File: src/ball_pair_collision_response_defines.svh
// assertion macros shared by the ball pair collision response rtl
// no dependencies; included by the files that carry checks
`ifndef BALL_PAIR_COLLISION_RESPONSE_DEFINES_SVH
`define BALL_PAIR_COLLISION_RESPONSE_DEFINES_SVH
`ifndef NO_ASSERTIONS
// check that sleeps while reset is asserted
`define BPCR_ASSERT(lbl, clk, rstn, prop, msg) \
    lbl: assert property (@(posedge clk) disable iff (!rstn) prop) else $error(msg);
// check that also runs across reset
`define BPCR_ASSERT_ALWAYS(lbl, clk, prop, msg) \
    lbl: assert property (@(posedge clk) prop) else $error(msg);
`else
`define BPCR_ASSERT(lbl, clk, rstn, prop, msg)
`define BPCR_ASSERT_ALWAYS(lbl, clk, prop, msg)
`endif
`endif

File: src/bpcr_pkg.sv
// shared widths, register codes and beat structs of the collision pipeline
// no dependencies
package bpcr_pkg;

    localparam int WORD_W       = 32;
    localparam int MAG_W        = 31;
    localparam int NUM_W        = 64;
    localparam int LANES        = 4;
    localparam int DIV_STEPS    = NUM_W;
    localparam int FRONT_STAGES = 4;
    localparam int BACK_STAGES  = 5;
    localparam int LATENCY      = FRONT_STAGES + DIV_STEPS + BACK_STAGES;
    localparam int CNT_W        = $clog2(LATENCY + 1);

    localparam int FRAC_W       = 16;
    localparam int RESTI_W      = 17;
    localparam int CAP_W        = 41;
    localparam int PROD_W       = CAP_W + RESTI_W;
    localparam int SCALED_W     = PROD_W - FRAC_W;
    localparam int STEP_W       = 2 * WORD_W - FRAC_W;
    localparam int SUM_W        = STEP_W + 2;

    localparam logic [NUM_W-1:0]  QUOT_CAP       = NUM_W'(64'h100_0000_0000);
    localparam logic [WORD_W-1:0] TIME_STEP_RST  = WORD_W'(1092);
    localparam logic [RESTI_W-1:0] RESTI_RST     = RESTI_W'(65536);
    localparam logic [WORD_W-1:0] WORD_MAX       = {1'b0, {(WORD_W-1){1'b1}}};
    localparam logic [WORD_W-1:0] WORD_MIN       = {1'b1, {(WORD_W-1){1'b0}}};

    // lane order: x of a, y of a, x of b, y of b; partner lane is index xor 2
    localparam int LANE_XA = 0;
    localparam int LANE_YA = 1;
    localparam int LANE_XB = 2;
    localparam int LANE_YB = 3;

    typedef enum logic {
        CFG_TIME_STEP   = 1'b0,
        CFG_RESTITUTION = 1'b1
    } cfg_index_t;

    typedef struct packed {
        logic [LANES-1:0][WORD_W-1:0] pos;
        logic [LANES-1:0][WORD_W-1:0] vel;
        logic [MAG_W-1:0]             radius_a;
        logic [MAG_W-1:0]             mass_a;
        logic [MAG_W-1:0]             radius_b;
        logic [MAG_W-1:0]             mass_b;
    } in_beat_t;

    typedef struct packed {
        logic                         hit;
        logic [LANES-1:0][WORD_W-1:0] pos;
        logic [LANES-1:0][WORD_W-1:0] vel;
    } side_t;

    typedef struct packed {
        logic              neg;
        logic [WORD_W-1:0] rem;
        logic [NUM_W-1:0]  nq;
    } div_lane_t;

    typedef struct packed {
        logic [WORD_W-1:0]           msum;
        div_lane_t [LANES-1:0]       lane;
        side_t                       side;
    } div_beat_t;

endpackage

File: src/bpcr_div_step.sv
// one restoring division step for all four lanes, registered
// depends on bpcr_pkg
module bpcr_div_step (
    input  logic                 aclk,
    input  logic                 aresetn,
    input  logic                 en,
    input  logic                 in_valid,
    input  bpcr_pkg::div_beat_t  in_beat,
    output logic                 out_valid,
    output bpcr_pkg::div_beat_t  out_beat
);
    import bpcr_pkg::*;

    logic      valid_reg;
    div_beat_t beat_reg;
    div_beat_t beat_next;
    logic [WORD_W:0] r_ext [LANES];
    logic [WORD_W:0] r_sub [LANES];
    logic            ge [LANES];

    always_comb begin
        beat_next = in_beat;
        for (int i = 0; i < LANES; i++) begin
            // bring down the next numerator bit, try the subtract
            r_ext[i] = {in_beat.lane[i].rem, in_beat.lane[i].nq[NUM_W-1]};
            r_sub[i] = r_ext[i] - {1'b0, in_beat.msum};
            ge[i]    = r_ext[i] >= {1'b0, in_beat.msum};
            beat_next.lane[i].rem = ge[i] ? r_sub[i][WORD_W-1:0] : r_ext[i][WORD_W-1:0];
            beat_next.lane[i].nq  = {in_beat.lane[i].nq[NUM_W-2:0], ge[i]};
        end
    end

    always_ff @(posedge aclk) begin
        if (!aresetn) begin
            valid_reg <= 1'b0;
        end else if (en) begin
            valid_reg <= in_valid;
        end
    end

    always_ff @(posedge aclk) begin
        if (en) begin
            beat_reg <= beat_next;
        end
    end

    assign out_valid = valid_reg;
    assign out_beat  = beat_reg;

endmodule

File: config.mk
export PLATFORM = sky130hd
export DESIGN_NAME = bpcr_div_step
export DESIGN_NICKNAME = d
export VERILOG_FILES = /design/src/ball_pair_collision_response_defines.svh /design/src/bpcr_pkg.sv /design/src/bpcr_div_step.sv
export SDC_FILE = /design/constraint.sdc
export NUM_CORES = 1
export LEC_CHECK = 0
export BUFFER_PORTS_ARGS = -buffer_cell sky130_fd_sc_hd__clkbuf_2
export CAP_MARGIN = 20
export CORE_AREA = 3 3 522 524
export CTS_CLUSTER_DIAMETER = 50
export DETAILED_ROUTE_END_ITERATION = 7
export DIE_AREA = 0 0 525 527
export SLEW_MARGIN = 20
export SYNTH_ARGS = -nofsm -noshare
export SYNTH_HDL_FRONTEND = slang
export SYNTH_SLANG_ARGS = --single-unit
File: constraint.sdc
create_clock -name aclk -period 3.6 [get_ports aclk]
set_clock_uncertainty 0.15 [all_clocks]
set_input_delay 0.72 -clock aclk [delete_from_list [all_inputs] [get_ports aclk]]
set_output_delay 0.72 -clock aclk [all_outputs]
set_load 0.01 [all_outputs]
==> run_results.csv, run 1 <==
group,metric,value,unit
outcome,run_status,"finished clean",
finish,multi_input_combinational_cell_area,0.008372,mm²
routing,drt_pass1_iterations,5,
logic_synthesis,synth.net_count,2706,
logic_synthesis,ys_async_sr_fraction,0,%
setup_path,end_kind,"flop",
finish,most-common-layout-cells,"clkbuf_2 (1356), edfxtp_1 (677), dlygate4sd3_1 (552)",
timing,slew_viol_final,0,
job,maxCapViolCount,0,
routing,drt.antenna.violating_nets,0,
timing,setup_viol_count_final,0,
die,die_y,527,µm
die,rows,190,
routing,vias_per_cell,3.538,
logic_synthesis,synth-main-ff-cell,"edfxtp_1",
die,floorplan.initialDensity,10.90,%
logic_synthesis,yosysWarningCount,0,
logic_synthesis,top_cells_by_area_synth,"edfxtp_1 (70%), ha_1 (5.5%), mux2_4 (2.7%)",
routing,post_drt_wl_per_cell,30.07,µm
timing,fmax,284.1,MHz
finish,fillers,29050,
die,die_area,0.2767,mm²
timing,final_period_demand_of_the_worst_path,3.520,ns
logic_synthesis,synth_edf_count,677,
setup_path,crit_fanout,10,
cts,cts.htree.levels,3,
setup_path,critPathKind,"input port to flop",
global_routing,antenna_found_initial,206,
place,io_buffer_count,1358,
cts,clk-insertion-delay-late,0.85,ns
timing,post-route-period-util,97.78,%
cts,cts-root-buf,"clkbuf_16",
pwr,power_density_over_the_cells,501.2,mW/mm²
routing,route.final.wire_length,241900,µm
global_routing,grt_pass1_wl,301700,µm
die,die_x,525,µm
die,top_level_ports,1359,
setup_path,worst_endpoint_data_arrival_time,3.88,ns
worst_hold_path,holdCritPathClass,"input port to flop",
pwr,power.static_leakage,0.02271,µW
place,place_congestion,0.9665,
cts,clk_pin_slew,0.05,ns
finish,nNetsFinal,5141,
logic_synthesis,synth-seq-cells,678,
timing,final_hold_slack,0.08686,ns
logic_synthesis,synth_top_cell_area_share,69.61,%
place,post_detailed_placement_half_perimeter_wirelength,209800,µm
finish,synthToLayoutAreaGrowth,83.00,%
setup_path,sort_of_element_at_the_start_of_the_critical_path,"input port",
timing,finalHoldViolCount,0,
cts,tritoncts,"built",
finish,drive_gt1_share,47.72,%
cts,numCtsBuffers,115,
timing,grt_setup_unrepaired,"yes",
pwr,peakVddDrop,0.0003949,V
logic_synthesis,synth-seq-area-share,69.67,%
place,place_ws,-0.7846,ns
global_routing,grt_remaining_overflow,0,
timing,worst_relative_slew_slack,54.54,%
logic_synthesis,synthDominantAreaCellType,"edfxtp_1",
routing,drt_iter0_drc,2041,
finish,layout_commonest_cell,"clkbuf_2",
timing,post-route-worst-setup-slack,0.07986,ns
global_routing,grt_max_degree,108,
cts,clock_tree.buffer_depth,4,
logic_synthesis,syn-instance-count,1893,
finish,area.sequential,0.02035,mm²
logic_synthesis,synthesis.area,0.02921,mm²
cts,number_of_clock_sinks,678,
die,core_area,0.2679,mm²
timing,worst_max_slew_pin_slew,0.6819,ns
global_routing,first_global_vias,28720,
setup_path,cp_data_required_time,3.96,ns
routing,drc_errors,0,
routing,number_of_vias_after_detailed_routing,28460,
logic_synthesis,synth.lib_cells_used.distinct,79,
logic_synthesis,post_synth.cell_area_avg,15.43,µm²
global_routing,grt_use_total,16.75,%
[cell usage after synthesis, types with 15 or more instances]
cell type,n
mux2_1,26
ha_1,128
xor2_1,45
o21ai_0,81
xnor2_1,63
nand4_1,26
a21o_1,53
nand2_1,115
clkbuf_1,31
nand3_1,36
nor2_1,69
a21oi_1,123
mux2_4,53
inv_1,69
nor3_1,27
nor2b_1,16
edfxtp_1,677
nand2b_1,15
o21bai_1,19
[routing by layer]
layer  wire length (µm)  global-route usage, %
met1              83320                  17.16
met2             120800                  29.83
met3              21590                  5.776
met4              15870                  9.134
met5                253                      0
[report_power, final]
part / internal (µW) / switching, µW / leakage (µW) / total [µW]
logic: 2510 / 3470 / 0.0143 / 5980
clock network: 6290 / 4540 / 0.00179 / 10800
registers: 9610 / 370 / 0.00663 / 9980
total: 18400 / 8380 / 0.0227 / 26800
[through the flow]
step / setup TNS, ns / instance area (µm²) / util [%] / total power [µW] / cells
after floorplan: 0 / 29210 / - / 11900 / 1893
after global placement: -84.83 / 43810 / 16.35 / 15540 / 7200
after detailed placement: -87.05 / 43810 / 16.35 / 15530 / 7200
after CTS: 0 / 53060 / 19.80 / 27210 / 7963
after global routing: -0.2691 / 53360 / 19.92 / 27850 / 8009
final: 0 / 53450 / 19.95 / 26790 / 8043
[timing repair]
item	CTS	global route
buffers inserted	0	7
endpoints found under the setup margin	0	89
resized for setup	0	17
hold buffers	552	0
hold endpoints to repair	551	0
[logic make-up (layout without fill, tap and decap cells)]
logic type	count (synthesis)	in the layout	synth area share (%)
other cells	0	69	0
flops	678	678	69.67
fa+ha+maj	132	132	5.758
simple gates	352	352	5.800
mux	98	98	4.421
xor+xnor	108	108	3.239
compound gates	405	405	9.202
buf+inv	120	2649	1.906
[critical path: stages]
cell	delay (ns)
clkbuf_4	0.18
buf_6	0.15
clkinvlp_4	0.18
buf_4	0.19
buf_4	0.12
ha_1	0.28
nand2b_1	0.12
a31oi_4	0.23
a2bb2oi_4	0.20
a21boi_2	0.11
o31ai_4	0.30
and3_4	0.24
o21ai_2	0.07
o211a_4	0.31
buf_12	0.17
mux2_4	0.30
[final timing paths]
kind	to	slack [ns]	from	depth (start not counted)
worst max-delay path	out_beat[422]	0.08	in_beat[646]	16
worst min-delay path	out_beat[652]	0.09	in_beat[652]	1
worst max register to register	out_valid	2.31	out_valid	3
worst min register to register	out_valid	0.93	out_valid	3
[flip-flops by register name, indices dropped and copies added (netlist names)]
signal and count:
out_beat 677, out_valid 1
[layout make-up]
type | instances | share of cell area (%)
Antenna cell | 69 | 0.3230
Clock buffer | 123 | 5.440
Clock inverter | 88 | 1.526
Inverter | 70 | 0.4986
Multi-Input combinational cell | 1095 | 15.66
Sequential cell | 678 | 38.07
Tap cell | 3552 | 8.315
Timing Repair Buffer | 2368 | 30.16
(Power assumes the default switching activity.)
==> run 2: changes to the inputs <==
- CORE_AREA: 3 3 522 524 -> 2 2 537 539
- DIE_AREA: 0 0 525 527 -> 0 0 539 541
- SLEW_MARGIN: 20 -> not set
- clock period: 3.6 -> 2.8 ns (I/O delays scaled with it)
==> run_results.csv, run 2 (synthesis gave the netlist of run 1 again) <==
group,metric,value,unit
routing,drt.antenna.violating_nets,0,
timing,post-route-worst-setup-slack,-0.1299,ns
timing,post-route-period-util,104.6,%
global_routing,grt_pass1_wl,303000,µm
routing,vias_per_cell,3.479,
job,maxCapViolCount,0,
place,place_congestion,0.9476,
routing,number_of_vias_after_detailed_routing,29660,
setup_path,critPathKind,"input port to flop",
place,place_ws,-1.225,ns
timing,setup_viol_count_final,98,
global_routing,grt_remaining_overflow,0,
timing,slew_viol_final,0,
finish,synthToLayoutAreaGrowth,97.37,%
setup_path,sort_of_element_at_the_start_of_the_critical_path,"input port",
outcome,run_status,"finished, violations left",
finish,layout_commonest_cell,"clkbuf_2",
pwr,switchingPower,11370,µW
cts,tritoncts,"built",
routing,drt_pass1_iterations,6,
routing,route.final.wire_length,244500,µm
timing,worst_max_slew_pin_slew,0.6137,ns
timing,final_period_demand_of_the_worst_path,2.930,ns
die,rows,197,
routing,post_drt_wl_per_cell,28.67,µm
global_routing,use_met2,28.85,%
place,post_detailed_placement_half_perimeter_wirelength,207300,µm
global_routing,global_route.usage.met1,16.40,%
setup_path,cp_data_required_time,3.18,ns
timing,grt_setup_unrepaired,"yes",
pwr,power.internal,24700,µW
global_routing,antenna_found_initial,206,
global_routing,first_global_vias,29910,
die,floorplan.initialDensity,10.20,%
pwr,peakVddDrop,0.0006384,V
pwr,power.switching_fraction,31.53,%
cts,number_of_clock_sinks,678,
pwr,power.static_leakage,0.02430,µW
global_routing,grt.met3_usage,5.426,%
worst_hold_path,holdCritPathClass,"input port to flop",
die,die_y,541,µm
global_routing,top_usage_layer,"met2",
finish,most-common-layout-cells,"clkbuf_2 (1349), edfxtp_1 (677), dlygate4sd3_1 (651)",
cts,cts.htree.levels,3,
routing,drt_iter0_drc,2321,
place,placement.cell_area,0.04508,mm²
finish,nNetsFinal,5400,
timing,fmax,341.3,MHz
outcome,failed_checks,"setup timing",
pwr,seq_power_share,35.6,%
die,die_x,539,µm
timing,finalHoldViolCount,0,
pwr,comb_power_share,24.0,%
cts,clk_pin_slew,0.05,ns
cts,numCtsBuffers,123,
cts,cts-root-buf,"clkbuf_16",
routing,drc_errors,0,
die,core_area,0.2864,mm²
timing,worst_relative_slew_slack,59.08,%
die,top_level_ports,1359,
pwr,clkPwrFrac,40.4,%
finish,stdcell_area,0.05765,mm²
global_routing,grt_use_total,15.94,%
setup_path,worst_endpoint_data_arrival_time,3.31,ns
die,die_area,0.2916,mm²
cts,clk-insertion-delay-late,0.88,ns
finish,largest_register_ffs,677,
cts,clock_tree.buffer_depth,4,
finish,drive_gt1_share,52.17,%
pwr,power_density_over_the_cells,625.7,mW/mm²
timing,totalNegativeSetupSlack,-7.637,ns
setup_path,crit_fanout,6,
place,io_buffer_count,1358,
global_routing,grt_max_degree,101,
setup_path,end_kind,"flop",
==> run 2: cell types whose count changed in the layout (fill, tap and decap cells not counted), moves of 12 or more <==
cell / delta
dlygate4sd3_1: +99
clkbuf_16: +12
mux2_1: -26
mux2_4: +35
a21oi_2: +18
ha_4: +38
inv_1: -20
buf_6: +20
ha_1: -39
inv_6: +14
a21oi_1: -24
buf_4: +120
==> run 2: layout make-up <==
type	count	area, µm²
repair buffers	2619	18590
flip-flops and latches	678	20350
fillers	31050	228800
well taps	3781	4731
clock buffers	133	3115
inverters	70	326.6
multi-input cells	1095	9537
diodes	59	147.6
clock inverters	92	845.8
==> run 2: path summary, 6_finish.rpt <==
| kind | depth (start not counted) | end | slack (ns) | start |
|---|---|---|---|---|
| setup / recovery | 15 | out_beat[342] | -0.13 | in_beat[649] |
| setup reg to reg | 3 | out_valid | 1.50 | out_valid |
| hold / removal | 2 | out_beat[646] | 0.08 | in_beat[646] |
| hold reg to reg | 3 | out_valid | 0.92 | out_valid |
==> run 2: per-layer routing <==
metal	routed length (µm)	up-vias
li1	-	12820
met5	518	-
met4	14000	32
met1	85460	14580
met3	21450	545
met2	123000	1690
==> run 2: worst max-delay path: stages <==
cell,delay (ns)
buf_8,0.08
clkinvlp_4,0.10
buf_6,0.16
ha_4,0.27
buf_6,0.12
o2111ai_4,0.13
a21oi_4,0.22
o21ai_4,0.10
a2111oi_4,0.46
o31ai_4,0.15
a21oi_2,0.22
o31ai_4,0.09
buf_12,0.18
buf_16,0.16
mux2_4,0.29
==> run 2: power groups by stage <==
stage	clock network (µW)	registers, µW	logic [µW]
CTS	15000	12800	8330
global placement	0	13000	7170
floorplan	0	13300	2060
finish	14600	12800	8650
detailed placement	0	13000	7190
global route	15400	12900	9120
==> run 2: repair_timing <==
action,CTS,global route
hold buffers,651,0
pin swaps,26,82
setup endpoints to repair,100,128
resized for setup,65,178
setup buffers,19,35
endpoints found under the hold margin,653,0
cloned,4,9
==> run 2: per-stage QoR <==
step	hold slack, ns	utilization, %	instances	power, µW
after floorplan	0.3883	-	1893	15390
after global placement	0.3665	15.74	7530	20190
after global routing	0.04100	20.11	8508	37410
after detailed placement	0.3664	15.74	7530	20190
final	0.07890	20.13	8527	36070
after CTS	0.001087	19.63	8428	36190
